### src/sv/urc_pkg.sv
// Shared types, widths and constants for the ultrasonic range controller.
// Used by every module of the block; depends on nothing.
`default_nettype none

package urc_pkg;

    // Width of the elapsed microsecond counter.
    localparam int COUNT_WIDTH = 20;

    // Register widths.
    localparam int RT_W   = 8;
    localparam int MAX_W  = 10;
    localparam int OVH_W  = 12;
    localparam int TRIG_W = 8;

    // Configuration port.
    localparam int CFG_ADDR_W = 3;
    localparam int CFG_DATA_W = 12;

    // Derived widths.
    localparam int LIMIT_W   = RT_W + MAX_W;
    localparam int CMP_W     = (COUNT_WIDTH > LIMIT_W) ? COUNT_WIDTH : LIMIT_W;
    localparam int DIV_CNT_W = $clog2(COUNT_WIDTH + 1);

    // Stream widths.
    localparam int S_TDATA_W  = 8;
    localparam int OUT_BITS_W = 4 + MAX_W;
    localparam int M_TDATA_W  = 16;
    localparam int M_PAD_W    = M_TDATA_W - OUT_BITS_W;

    localparam logic [COUNT_WIDTH-1:0] COUNT_TOP = '1;

    // Register reset values.
    localparam logic [RT_W-1:0]   RT_RESET        = 8'd57;
    localparam logic [MAX_W-1:0]  MAX_RESET       = 10'd200;
    localparam logic [OVH_W-1:0]  OVH_RESET       = 12'd450;
    localparam logic [TRIG_W-1:0] TRIG_START_RESET = 8'd4;
    localparam logic [TRIG_W-1:0] TRIG_END_RESET   = 8'd14;

    // Register indexes.
    typedef enum logic [CFG_ADDR_W-1:0] {
        REG_ROUNDTRIP  = 3'd0,
        REG_DIST_LIMIT = 3'd1,
        REG_OVERHEAD   = 3'd2,
        REG_TRIG_START = 3'd3,
        REG_TRIG_END   = 3'd4
    } cfg_index_t;

    // Measurement phase.
    typedef enum logic [1:0] {
        PH_IDLE = 2'd0,
        PH_TRIG = 2'd1,
        PH_WAIT = 2'd2
    } phase_t;

    // Item sequencer states.
    typedef enum logic [2:0] {
        ST_IDLE,
        ST_EVAL,
        ST_DECIDE,
        ST_DIV,
        ST_PUSH
    } fsm_state_t;

    // Current register contents.
    typedef struct packed {
        logic [RT_W-1:0]   roundtrip;
        logic [MAX_W-1:0]  dist_limit;
        logic [OVH_W-1:0]  overhead;
        logic [TRIG_W-1:0] trig_start;
        logic [TRIG_W-1:0] trig_end;
    } cfg_t;

    // Divider request and response.
    typedef struct packed {
        logic                   start;
        logic [COUNT_WIDTH-1:0] dividend;
        logic [RT_W-1:0]        divisor;
    } div_req_t;

    typedef struct packed {
        logic                   done;
        logic [COUNT_WIDTH-1:0] quotient;
    } div_rsp_t;

endpackage

`default_nettype wire

### src/sv/urc_cfg.sv
// Configuration register file of the ultrasonic range controller.
// Depends on urc_pkg for register indexes, widths and reset values.
`default_nettype none

module urc_cfg
    import urc_pkg::*;
(
    input  wire logic                  aclk,
    input  wire logic                  aresetn,
    input  wire logic                  cfg_we,
    input  wire logic [CFG_ADDR_W-1:0] cfg_addr,
    input  wire logic [CFG_DATA_W-1:0] cfg_wdata,
    output cfg_t                       cfg
);

    cfg_t cfg_reg;
    cfg_t cfg_next;

    // Decode a write into the addressed register; unused indexes are dropped.
    always_comb begin
        cfg_next = cfg_reg;
        if (cfg_we) begin
            case (cfg_index_t'(cfg_addr))
                REG_ROUNDTRIP:  cfg_next.roundtrip  = cfg_wdata[RT_W-1:0];
                REG_DIST_LIMIT: cfg_next.dist_limit = cfg_wdata[MAX_W-1:0];
                REG_OVERHEAD:   cfg_next.overhead   = cfg_wdata[OVH_W-1:0];
                REG_TRIG_START: cfg_next.trig_start = cfg_wdata[TRIG_W-1:0];
                REG_TRIG_END:   cfg_next.trig_end   = cfg_wdata[TRIG_W-1:0];
                default:        cfg_next = cfg_reg;
            endcase
        end
    end

    always_ff @(posedge aclk) begin
        if (!aresetn) begin
            cfg_reg.roundtrip  <= RT_RESET;
            cfg_reg.dist_limit <= MAX_RESET;
            cfg_reg.overhead   <= OVH_RESET;
            cfg_reg.trig_start <= TRIG_START_RESET;
            cfg_reg.trig_end   <= TRIG_END_RESET;
        end else begin
            cfg_reg <= cfg_next;
        end
    end

    assign cfg = cfg_reg;

endmodule

`default_nettype wire

### src/sv/urc_div.sv
// Bit-serial restoring divider: one quotient bit per cycle.
// Depends on urc_pkg for the counter width and request/response types.
`default_nettype none

module urc_div
    import urc_pkg::*;
(
    input  wire logic aclk,
    input  wire logic aresetn,
    input  div_req_t  req,
    output div_rsp_t  rsp
);

    logic [RT_W-1:0]        rem_reg, rem_next;
    logic [COUNT_WIDTH-1:0] quo_reg, quo_next;
    logic [RT_W-1:0]        den_reg, den_next;
    logic [DIV_CNT_W-1:0]   cnt_reg, cnt_next;
    logic                   busy_reg, busy_next;
    logic                   done_reg, done_next;

    logic [RT_W:0] trial;
    logic [RT_W:0] diff;
    logic          fits;

    // One step: bring down the next dividend bit and try a subtraction.
    assign trial = {rem_reg, quo_reg[COUNT_WIDTH-1]};
    assign diff  = trial - {1'b0, den_reg};
    assign fits  = (trial >= {1'b0, den_reg});

    always_comb begin
        rem_next  = rem_reg;
        quo_next  = quo_reg;
        den_next  = den_reg;
        cnt_next  = cnt_reg;
        busy_next = busy_reg;
        done_next = 1'b0;
        if (req.start) begin
            rem_next  = '0;
            quo_next  = req.dividend;
            den_next  = req.divisor;
            cnt_next  = DIV_CNT_W'(COUNT_WIDTH);
            busy_next = 1'b1;
        end else if (busy_reg) begin
            rem_next = fits ? diff[RT_W-1:0] : trial[RT_W-1:0];
            quo_next = {quo_reg[COUNT_WIDTH-2:0], fits};
            cnt_next = cnt_reg - DIV_CNT_W'(1);
            if (cnt_reg == DIV_CNT_W'(1)) begin
                busy_next = 1'b0;
                done_next = 1'b1;
            end
        end
    end

    always_ff @(posedge aclk) begin
        if (!aresetn) begin
            busy_reg <= 1'b0;
            done_reg <= 1'b0;
            cnt_reg  <= '0;
        end else begin
            busy_reg <= busy_next;
            done_reg <= done_next;
            cnt_reg  <= cnt_next;
        end
    end

    // Datapath registers need no reset.
    always_ff @(posedge aclk) begin
        rem_reg <= rem_next;
        quo_reg <= quo_next;
        den_reg <= den_next;
    end

    assign rsp.done     = done_reg;
    assign rsp.quotient = quo_reg;

endmodule

`default_nettype wire

### src/sv/ultrasonic_range_controller_core.sv
// Ultrasonic echo ranging controller: one result item per microsecond tick item.
// An accepted item passes the evaluate, decide and push states into the result register;
// an echo edge that needs a distance also waits in the serial divider.
// A new item is accepted only once the previous result item has been pushed.
// Reset (aresetn low, synchronous): idle phase, counter and last distance zero,
// registers at their default values, no result pending.
`default_nettype none

module ultrasonic_range_controller_core
    import urc_pkg::*;
(
    input  wire logic                  aclk,
    input  wire logic                  aresetn,
    // Input item: [0] start_request, [1] echo_level, [7:2] zero.
    input  wire logic [S_TDATA_W-1:0]  s_tdata,
    input  wire logic                  s_tvalid,
    output logic                       s_tready,
    // Result item: [0] trigger_level, [1] busy_flag, [2] result_valid,
    // [3] timed_out, [13:4] distance_cm, [15:14] zero.
    output logic [M_TDATA_W-1:0]       m_tdata,
    output logic                       m_tvalid,
    input  wire logic                  m_tready,
    input  wire logic                  cfg_we,
    input  wire logic [CFG_ADDR_W-1:0] cfg_addr,
    input  wire logic [CFG_DATA_W-1:0] cfg_wdata
);

    cfg_t     cfg;
    div_req_t div_req;
    div_rsp_t div_rsp;

    fsm_state_t st_reg, st_next;

    // Captured input item.
    logic in_start_reg, in_start_next;
    logic in_echo_reg, in_echo_next;

    // Measurement state.
    phase_t                 phase_reg, phase_next;
    logic [COUNT_WIDTH-1:0] elapsed_reg, elapsed_next;
    logic                   echo_prev_reg, echo_prev_next;
    logic [MAX_W-1:0]       last_dist_reg, last_dist_next;

    // Values prepared for the decision step.
    phase_t                 ev_phase_reg, ev_phase_next;
    logic [COUNT_WIDTH-1:0] ev_elapsed_reg, ev_elapsed_next;
    logic                   ev_rising_reg, ev_rising_next;
    logic [LIMIT_W-1:0]     limit_reg, limit_next;

    // Pending result flags.
    logic res_trig_reg, res_trig_next;
    logic res_valid_reg, res_valid_next;
    logic res_tmo_reg, res_tmo_next;

    // Output register.
    logic                 m_tvalid_reg, m_tvalid_next;
    logic [M_TDATA_W-1:0] m_tdata_reg, m_tdata_next;

    phase_t                 ph_cur;
    phase_t                 ph_new;
    logic [CMP_W-1:0]       e_ext;
    logic [CMP_W-1:0]       limit_ext;
    logic                   trig_now;
    logic                   busy_now;
    logic [COUNT_WIDTH-1:0] quot;

    urc_cfg u_cfg (
        .aclk      (aclk),
        .aresetn   (aresetn),
        .cfg_we    (cfg_we),
        .cfg_addr  (cfg_addr),
        .cfg_wdata (cfg_wdata),
        .cfg       (cfg)
    );

    urc_div u_div (
        .aclk    (aclk),
        .aresetn (aresetn),
        .req     (div_req),
        .rsp     (div_rsp)
    );

    // An unknown phase code behaves as idle.
    assign ph_cur    = (phase_reg == PH_TRIG || phase_reg == PH_WAIT) ? phase_reg : PH_IDLE;
    assign e_ext     = CMP_W'(ev_elapsed_reg);
    assign limit_ext = CMP_W'(limit_reg);
    assign trig_now  = (ev_phase_reg == PH_TRIG)
                    && (ev_elapsed_reg >= COUNT_WIDTH'(cfg.trig_start))
                    && (ev_elapsed_reg <  COUNT_WIDTH'(cfg.trig_end));
    assign busy_now  = (phase_reg != PH_IDLE);
    assign quot      = div_rsp.quotient;

    // Sequencer: next state, state updates and handshakes.
    always_comb begin
        st_next         = st_reg;
        in_start_next   = in_start_reg;
        in_echo_next    = in_echo_reg;
        phase_next      = phase_reg;
        elapsed_next    = elapsed_reg;
        echo_prev_next  = echo_prev_reg;
        last_dist_next  = last_dist_reg;
        ev_phase_next   = ev_phase_reg;
        ev_elapsed_next = ev_elapsed_reg;
        ev_rising_next  = ev_rising_reg;
        limit_next      = limit_reg;
        res_trig_next   = res_trig_reg;
        res_valid_next  = res_valid_reg;
        res_tmo_next    = res_tmo_reg;
        m_tvalid_next   = m_tvalid_reg && !m_tready;
        m_tdata_next    = m_tdata_reg;
        ph_new          = ev_phase_reg;
        s_tready        = 1'b0;
        div_req.start    = 1'b0;
        div_req.dividend = ev_elapsed_reg - COUNT_WIDTH'(cfg.overhead);
        div_req.divisor  = cfg.roundtrip;

        case (st_reg)
            ST_IDLE: begin
                s_tready = 1'b1;
                if (s_tvalid) begin
                    in_start_next = s_tdata[0];
                    in_echo_next  = s_tdata[1];
                    st_next       = ST_EVAL;
                end
            end

            // Start a measurement if asked, note the echo edge, form the timeout.
            ST_EVAL: begin
                if (ph_cur == PH_IDLE && in_start_reg) begin
                    ev_phase_next   = PH_TRIG;
                    ev_elapsed_next = '0;
                end else begin
                    ev_phase_next   = ph_cur;
                    ev_elapsed_next = elapsed_reg;
                end
                ev_rising_next = in_echo_reg && !echo_prev_reg;
                echo_prev_next = in_echo_reg;
                limit_next     = LIMIT_W'(cfg.dist_limit) * LIMIT_W'(cfg.roundtrip);
                st_next        = ST_DECIDE;
            end

            // Advance the phase and finish unless a division is needed.
            ST_DECIDE: begin
                res_trig_next  = trig_now;
                res_valid_next = 1'b0;
                res_tmo_next   = 1'b0;
                st_next        = ST_PUSH;
                case (ev_phase_reg)
                    PH_TRIG: begin
                        if (ev_elapsed_reg >= COUNT_WIDTH'(cfg.trig_end)) begin
                            ph_new = PH_WAIT;
                        end
                    end
                    PH_WAIT: begin
                        if (ev_rising_reg) begin
                            if (ev_elapsed_reg <= COUNT_WIDTH'(cfg.overhead)) begin
                                // Echo arrived before the fixed overhead ran out.
                                last_dist_next = cfg.dist_limit;
                                res_valid_next = 1'b1;
                                res_tmo_next   = 1'b1;
                                ph_new         = PH_IDLE;
                            end else if (cfg.roundtrip == '0) begin
                                last_dist_next = cfg.dist_limit;
                                res_valid_next = 1'b1;
                                ph_new         = PH_IDLE;
                            end else begin
                                div_req.start = 1'b1;
                                st_next       = ST_DIV;
                            end
                        end else if (e_ext > limit_ext || ev_elapsed_reg == COUNT_TOP) begin
                            // No echo in time.
                            last_dist_next = cfg.dist_limit;
                            res_valid_next = 1'b1;
                            res_tmo_next   = 1'b1;
                            ph_new         = PH_IDLE;
                        end
                    end
                    default: ph_new = PH_IDLE;
                endcase
                phase_next = ph_new;
                if (ph_new != PH_IDLE && ev_elapsed_reg != COUNT_TOP) begin
                    elapsed_next = ev_elapsed_reg + COUNT_WIDTH'(1);
                end else begin
                    elapsed_next = ev_elapsed_reg;
                end
            end

            // Wait for the quotient, then round up zero and clamp to the maximum.
            ST_DIV: begin
                if (div_rsp.done) begin
                    if (quot == '0 && cfg.dist_limit != '0) begin
                        last_dist_next = MAX_W'(1);
                    end else if (quot > COUNT_WIDTH'(cfg.dist_limit)) begin
                        last_dist_next = cfg.dist_limit;
                    end else begin
                        last_dist_next = quot[MAX_W-1:0];
                    end
                    res_valid_next = 1'b1;
                    res_tmo_next   = 1'b0;
                    phase_next     = PH_IDLE;
                    st_next        = ST_PUSH;
                end
            end

            // Move the result item into the output register when it is free.
            ST_PUSH: begin
                if (!m_tvalid_reg || m_tready) begin
                    m_tvalid_next = 1'b1;
                    m_tdata_next  = {{M_PAD_W{1'b0}}, last_dist_reg, res_tmo_reg,
                                     res_valid_reg, busy_now, res_trig_reg};
                    st_next       = ST_IDLE;
                end
            end

            default: st_next = ST_IDLE;
        endcase
    end

    always_ff @(posedge aclk) begin
        if (!aresetn) begin
            st_reg        <= ST_IDLE;
            phase_reg     <= PH_IDLE;
            elapsed_reg   <= '0;
            echo_prev_reg <= 1'b0;
            last_dist_reg <= '0;
            m_tvalid_reg  <= 1'b0;
        end else begin
            st_reg        <= st_next;
            phase_reg     <= phase_next;
            elapsed_reg   <= elapsed_next;
            echo_prev_reg <= echo_prev_next;
            last_dist_reg <= last_dist_next;
            m_tvalid_reg  <= m_tvalid_next;
        end
    end

    // Payload and working registers.
    always_ff @(posedge aclk) begin
        in_start_reg   <= in_start_next;
        in_echo_reg    <= in_echo_next;
        ev_phase_reg   <= ev_phase_next;
        ev_elapsed_reg <= ev_elapsed_next;
        ev_rising_reg  <= ev_rising_next;
        limit_reg      <= limit_next;
        res_trig_reg   <= res_trig_next;
        res_valid_reg  <= res_valid_next;
        res_tmo_reg    <= res_tmo_next;
        m_tdata_reg    <= m_tdata_next;
    end

    assign m_tvalid = m_tvalid_reg;
    assign m_tdata  = m_tdata_reg;

endmodule

`default_nettype wire

### config.mk
export PLATFORM = sky130hd
export DESIGN_NAME = ultrasonic_range_controller_core
export DESIGN_NICKNAME = d
export VERILOG_FILES = /design/src/sv/urc_pkg.sv /design/src/sv/urc_cfg.sv /design/src/sv/urc_div.sv /design/src/sv/ultrasonic_range_controller_core.sv
export SDC_FILE = /design/constraint.sdc
export NUM_CORES = 1
export LEC_CHECK = 0
export ABC_AREA = 1
export ABC_CLOCK_PERIOD_IN_PS = 5310
export BUFFER_PORTS_ARGS = -buffer_cell sky130_fd_sc_hd__buf_2
export CORE_MARGIN = 2
export CORE_UTILIZATION = 45
export DETAILED_ROUTE_END_ITERATION = 7
export PLACE_DENSITY = 0.69
export SLEW_MARGIN = 20
export SYNTH_ARGS = -nofsm -noshare
export SYNTH_HDL_FRONTEND = slang
export SYNTH_SLANG_ARGS = --single-unit
export TNS_END_PERCENT = 10
### constraint.sdc
create_clock -name aclk -period 5.31 [get_ports aclk]
set_input_delay 1.593 -clock aclk [delete_from_list [all_inputs] [get_ports aclk]]
set_output_delay 1.593 -clock aclk [all_outputs]
set_load 0.01 [all_outputs]
==> summary.md, run 1 <==
| Metric | Value |
|---|---|
| Status | complete, no violations |
| R2R cell count | 16 |
| Worst hold path type | reg2reg |
| Clk_lat worst skew | 440 ps |
| GRT Total Usage | 21.1% |
| Initial antenna violation count | 0 |
| Leak Pwr | 6.95 nW |
| CTS tree | done |
| R2R Setup Slk | 440 ps |
| Sequential cell area fraction in the yosys report | 36.0% |
| Finished Cell Area | 13900 um^2 |
| H-tree Lvls | 4 |
| Worst-path cell chain | nand2_1 -> fa_1 -> fa_1 -> inv_1 -> fa_1 -> inv_1 -> fa_1 -> inv_1 -> ha_1 -> a21oi_1 -> nor2_1 -> o31ai_1 -> o21ai_0 -> nand2_1 -> nand2_1 -> xor2_1 |
| Crit path arrival time | 5060 ps |
| Flop pwr share | 42.5% |
| Top area cells in the synthesized netlist | edfxtp_1 (21%), dfxtp_1 (15%), ha_1 (11%) |
| Post-CTS setup repair buffer count | 0 |
| Drt total wl | 30500 um |
| Synth warnings | 0 |
| Worst slew pin tran | 817 ps |
| Setup Crit Path Kind | reg2reg |
| Largest net degree at the start of global routing | 51 |
| Ports | 46 |
| DP Worst Slack | 466 ps |
| Port-buffer cells | 37 |
| Register area | 4600 um^2 |
| Starting density of the core | 45.9% |
| First-pass GRT wire length | 50700 um |
| Post-synth cell types | 47 |
| Root buf cell | clkbuf_16 |
| Area delta synth->final | 8.41% |
| Die area | 29800 um^2 |
| CP most frequent cell | fa_1 |
| Top post-synthesis cells by count | inv_1 (337), nand2_1 (321), nor2_1 (119) |
| Post-synth top area share | 20.7% |
| Worst setup margin | 443 ps |
| Int Pwr | 2.82 mW |
| Switching power of the nets | 1.51 mW |
| Setup TNS | 0 ps |
| CTS Buf Count | 17 |
| Die outline height | 173 um |
| Worst r2r dst | limit_reg[14]$_DFFE_PP_ |
| Vias in the first global route | 10100 |
| WP data required | 5510 ps |
| Buf/Inv on CP | 3 |
| Hold Fails Final Rpt | 0 |
| DRT iter0 DRCs | 740 |
| Multi-input gate area | 6620 um^2 |
| Delay-heaviest family, CP | adder cells |
| Syn Inst Count | 1627 |
| Pins Over Slew Limit | 0 |
| Grt ovf | 0 |
| Worst-path maximum fanout | 13 |
| Fin Hold WS | 420 ps |
| Netlist Area Pre-Place | 12800 um^2 |
| Post-synth EDFFs | 88 |
| Worst-path clk slew | 70 ps |
| Wirelength per Cell | 15.0 um |
| Maximum clock insertion buffer count | 2 |
| Placer Congestion | 0.878 |
| Skew final | 13.6 ps |
| Worst relative slew slack | 45.4% |
| Dpl cell area | 13300 um^2 |
| Overall Power | 4.33 mW |
| Crit-path max cell delay | 650 ps |
| Vias per cell | 5.11 |
| Combinational power share | 28.3% |
| Crit path max-delay cell type | dfxtp_1 |
| Syn Area/Cell | 7.85 um^2 |
| Min-Delay Endpoint | m_tdata[2]$_DFFE_PP_ |
| Reg-to-reg critical path startpoint | u_cfg.cfg[45]$_SDFFE_PN0P_ |
| Number of hold buffers added after cts | 0 |
| Share of layout cells above drive strength 1 | 6.64% |
| DRC | 0 |
| Area leader, netlist | edfxtp_1 |
| Final setup viols | 0 |
| Nets | 1831 |
| Clock share of power | 29.1% |
| CP startpoint kind | flop |
| Final period util | 91.7% |
| Tmin final | 4870 ps |
| Max-Cap Viols | 0 |
| Vias after detailed routing | 10400 |
| CP endpoint kind | flop |
| HP Start | res_valid_reg$_SDFFCE_PP1P_ |
| Placed insts | 2002 |
| Fmax | 205 MHz |
| # fillers | 2692 |
| Final design utilization | 49.7% |
| Worst vdd ir | 0.222 mV |
| Clock net sink count | 186 |
| HPWL Detailed | 22700 um |
| Rows | 61 |
| Core area | 27900 um^2 |
| Ant diodes | 0 |
| Worst Hold Depth | 0 |
| DRT Pass-1 Iters | 7 |
| Routed Antenna Nets | 0 |
| Finished Layout Cells | 2034 |
| Chip width | 173 um |
| Unrepaired setup endpoints after global routing | no |
| Post-CTS sizing | 0 |
| Cell area power density | 312 nW/um^2 |
| Count leader, synth | inv_1 |
| Async SR Flop Fraction | 0% |
| Sw Share | 34.9% |
| Number of synthesized register bits | 186 |
| Synth Flop Type | dfxtp_1 |
| Largest register FFs | 46 |
-- cell families (layout without fill, tap and decap cells) --
kind of cell / Yosys count / count (layout) / synth area share [%]
adder cells (fa/ha/maj): 160 / 160 / 18.6
AO/OA/AOI/OAI: 253 / 253 / 10.7
flip-flops: 186 / 186 / 36.0
buffers and inverters: 399 / 427 / 12.3
XOR/XNOR: 42 / 42 / 2.88
other: 1 / 2 / 0.0293
AND/OR/NAND/NOR: 586 / 586 / 19.5
-- cell type report --
type,count,area share [%]
Clock buffer,20,3.46
Tap cell,378,3.41
Clock inverter,12,0.722
Sequential cell,186,33.2
Multi-Input combinational cell,1043,47.8
Inverter,344,9.32
Timing Repair Buffer,51,2.10
-- worst reg2reg max path, cell delays in order, from the launching register on --
cell     delay [ps]
dfxtp_1         650
nand2_1         160
fa_1            530
fa_1            560
inv_1            70
fa_1            540
inv_1            60
fa_1            530
inv_1            50
ha_1            320
a21oi_1         280
nor2_1           70
o31ai_1         310
o21ai_0         210
nand2_1          90
nand2_1          60
xor2_1          140
-- layout by cell type (no fill, tap or decap), types with 11 or more instances in the layout --
cell type,Yosys,routed
edfxtp_1,88,88
nor2_1,119,119
ha_1,110,110
o21ai_0,94,94
fa_1,50,50
clkbuf_16,0,19
nand2_1,321,321
nand3_1,61,61
nor4_1,12,12
xor2_1,29,29
o211ai_1,11,11
dfxtp_1,98,98
buf_4,4,14
o21ai_1,11,11
buf_2,7,37
a21oi_1,107,107
nand4_1,23,23
xnor2_1,13,13
nor3_1,21,20
inv_1,337,337
-- how the worst max path moves through the flow --
stage | startpoint | end | slack, ps | cells after the start
4_1_cts | u_cfg.cfg[45]$_SDFFE_PN0P_ | limit_reg[14]$_DFFE_PP_ | 450 | 16
2_1_floorplan | u_cfg.cfg[28]$_SDFFE_PN0P_ | limit_reg[14]$_DFFE_PP_ | 800 | 17
3_5_place_dp | u_cfg.cfg[45]$_SDFFE_PN0P_ | limit_reg[14]$_DFFE_PP_ | 470 | 16
6_report | u_cfg.cfg[45]$_SDFFE_PN0P_ | limit_reg[14]$_DFFE_PP_ | 440 | 16
3_3_place_gp | u_cfg.cfg[45]$_SDFFE_PN0P_ | limit_reg[14]$_DFFE_PP_ | 510 | 16
5_1_grt | u_cfg.cfg[45]$_SDFFE_PN0P_ | limit_reg[14]$_DFFE_PP_ | 110 | 16
-- power by group through the flow --
| stage | combinational, mW | clock (mW) | sequential (mW) |
|---|---|---|---|
| global placement | 1.19 | 0 | 1.87 |
| global route | 1.42 | 1.33 | 1.86 |
| CTS | 1.23 | 1.27 | 1.84 |
| detailed placement | 1.22 | 0 | 1.87 |
| floorplan | 0.990 | 0 | 1.80 |
| finish | 1.23 | 1.26 | 1.84 |
-- routing by layer --
metal | up-vias | wire length (um) | track usage, %
li1 | 5191 | - | -
met3 | 50 | 1440 | 2.98
met2 | 249 | 15100 | 37.9
met1 | 4911 | 13000 | 25.8
met4 | 0 | 838 | 7.41
met5 | - | 0 | 0
Note: power is estimated with default switching activity, not from simulation.
==> run 2, diff against run 1 <==
Settings changed: CORE_ASPECT_RATIO set to 0.8.
==> run 2 against run 1 <==
Against the previous run: total power barely moved; clock-buffer cell count fell by 2; hold slack improved by 1.1 ps; die area barely moved; global-route usage rose by 0.83 points; sequential cell count did not move; sequential power barely moved; final area barely moved; largest cell class unchanged.
==> summary.md, run 2 (synthesis results as in run 1) <==
| Metric | Value |
|---|---|
| Combinational power share | 29.0% |
| Area delta synth->final | 8.44% |
| Final setup viols | 0 |
| Worst-path maximum fanout | 13 |
| Grt ovf | 0 |
| Cell area power density | 312 nW/um^2 |
| Fin Hold WS | 422 ps |
| DRT Pass-1 Iters | 6 |
| Leak Pwr | 6.98 nW |
| Maximum clock insertion buffer count | 2 |
| Die area | 29800 um^2 |
| Setup Crit Path Kind | reg2reg |
| Max-Cap Viols | 0 |
| Int Pwr | 2.79 mW |
| Root buf cell | clkbuf_16 |
| # fillers | 2679 |
| Worst relative slew slack | 42.0% |
| First-pass GRT wire length | 51100 um |
| Fmax | 205 MHz |
| Placer Congestion | 0.890 |
| DRT iter0 DRCs | 835 |
| Chip width | 192 um |
| Port-buffer cells | 37 |
| Share of layout cells above drive strength 1 | 6.93% |
| Largest register FFs | 46 |
| Initial antenna violation count | 0 |
| Worst-path clk slew | 80 ps |
| Sw Share | 35.7% |
| GRT Total Usage | 21.9% |
| Unrepaired setup endpoints after global routing | no |
| Die outline height | 155 um |
| CTS tree | done |
| Worst hold path type | reg2reg |
| Clk_lat worst skew | 450 ps |
| Final period util | 91.8% |
| WP data required | 5510 ps |
| Worst slew pin tran | 869 ps |
| Clock net sink count | 186 |
| Ports | 46 |
| CP endpoint kind | flop |
| H-tree Lvls | 4 |
| Wirelength per Cell | 15.2 um |
| Hold Fails Final Rpt | 0 |
| HPWL Detailed | 23300 um |
| Post-CTS setup repair buffer count | 0 |
| Skew final | 13.9 ps |
| Vias per cell | 5.13 |
| Ant diodes | 0 |
| Vias in the first global route | 10000 |
| Vias after detailed routing | 10400 |
| Setup TNS | 0 ps |
| Post-CTS sizing | 0 |
| Pins Over Slew Limit | 0 |
| Commonest cells after routing, fill and taps aside | inv_1 (337), nand2_1 (321), nor2_1 (119), ha_1 (110), a21oi_1 (107) |
| Crit path arrival time | 5070 ps |
| Switching power of the nets | 1.54 mW |
| Tmin final | 4870 ps |
| Commonest non-fill, non-tap cell in the layout | inv_1 |
| Drt total wl | 30800 um |
| Number of hold buffers added after cts | 0 |
| Routed Antenna Nets | 0 |
| Worst vdd ir | 0.205 mV |
| Nets | 1834 |
| CP startpoint kind | flop |
| Core area | 28100 um^2 |
| Flop pwr share | 42.2% |
| CTS Buf Count | 17 |
| Rows | 55 |
| Clock share of power | 28.7% |
| Status | complete, no violations |
| Starting density of the core | 45.5% |
| DRC | 0 |
| Largest net degree at the start of global routing | 51 |
run 2: changes by cell type in the layout (fill, tap and decap cells not counted):
cell and change:
nor4_1 -1, nor4_2 +1, buf_4 +3, clkbuf_8 +1, clkinv_4 +4, clkbuf_1 -1, clkbuf_16 -2, inv_8 +2
clkinv_2 +1, clkinvlp_4 -5
run 2: power by group through the flow:
| stage | Clock, mW | Combinational [mW] | Sequential [mW] |
|---|---|---|---|
| 2_1_floorplan | 0 | 0.990 | 1.80 |
| 6_report | 1.24 | 1.26 | 1.83 |
| 3_3_place_gp | 0 | 1.22 | 1.85 |
| 5_1_grt | 1.32 | 1.46 | 1.84 |
| 4_1_cts | 1.26 | 1.26 | 1.83 |
| 3_5_place_dp | 0 | 1.25 | 1.86 |
run 2: layout make-up:
type                            instances  area, um^2  share of cell area, %
Inverter                              344        1290                   9.32
Clock buffer                           18         439                   3.17
Multi-Input combinational cell       1043        6620                   47.8
Tap cell                              370         463                   3.34
Sequential cell                       186        4600                   33.2
Timing Repair Buffer                   54         313                   2.26
Clock inverter                         14         125                  0.903
run 2: critical path, cell delays in order, from the launching register on:
cell     delay (ps)
dfxtp_1         720
nand2_1         140
fa_1            460
fa_1            490
inv_1            80
fa_1            550
inv_1            60
fa_1            530
inv_1            40
ha_1            320
a21oi_1         270
nor2_1           90
o31ai_1         350
o21ai_0         220
nand2_1         100
nand2_1          60
xor2_1          140
run 2: worst paths after layout:
path | startpoint | to | slack [ps] | depth (start not counted)
hold / removal | res_valid_reg$_SDFFCE_PP1P_ | m_tdata[2]$_DFFE_PP_ | 420 | 0
setup / recovery | u_cfg.cfg[40]$_SDFFE_PN0P_ | limit_reg[14]$_DFFE_PP_ | 440 | 16
hold reg to reg | res_valid_reg$_SDFFCE_PP1P_ | m_tdata[2]$_DFFE_PP_ | 420 | 0
setup reg to reg | u_cfg.cfg[40]$_SDFFE_PN0P_ | limit_reg[14]$_DFFE_PP_ | 440 | 16
run 2: metal layers:
layer	wire length (um)	track usage, %	up-vias
li1	-	-	5207
met1	14400	30.3	4847
met2	13900	34.8	296
met3	1760	3.74	59
met4	769	7.45	0
met5	0	0	-
run 2: stage by stage:
stage	std cells	instance area (um^2)	worst slack (ps)	power (mW)	utilization (%)
5_1_grt	2029	13900	158	4.63	49.4
2_1_floorplan	1628	12800	802	2.79	-
3_5_place_dp	1997	13300	476	3.11	47.3
6_report	2029	13900	436	4.33	49.4
3_3_place_gp	1997	13300	602	3.07	47.3
4_1_cts	2029	13900	444	4.35	49.4
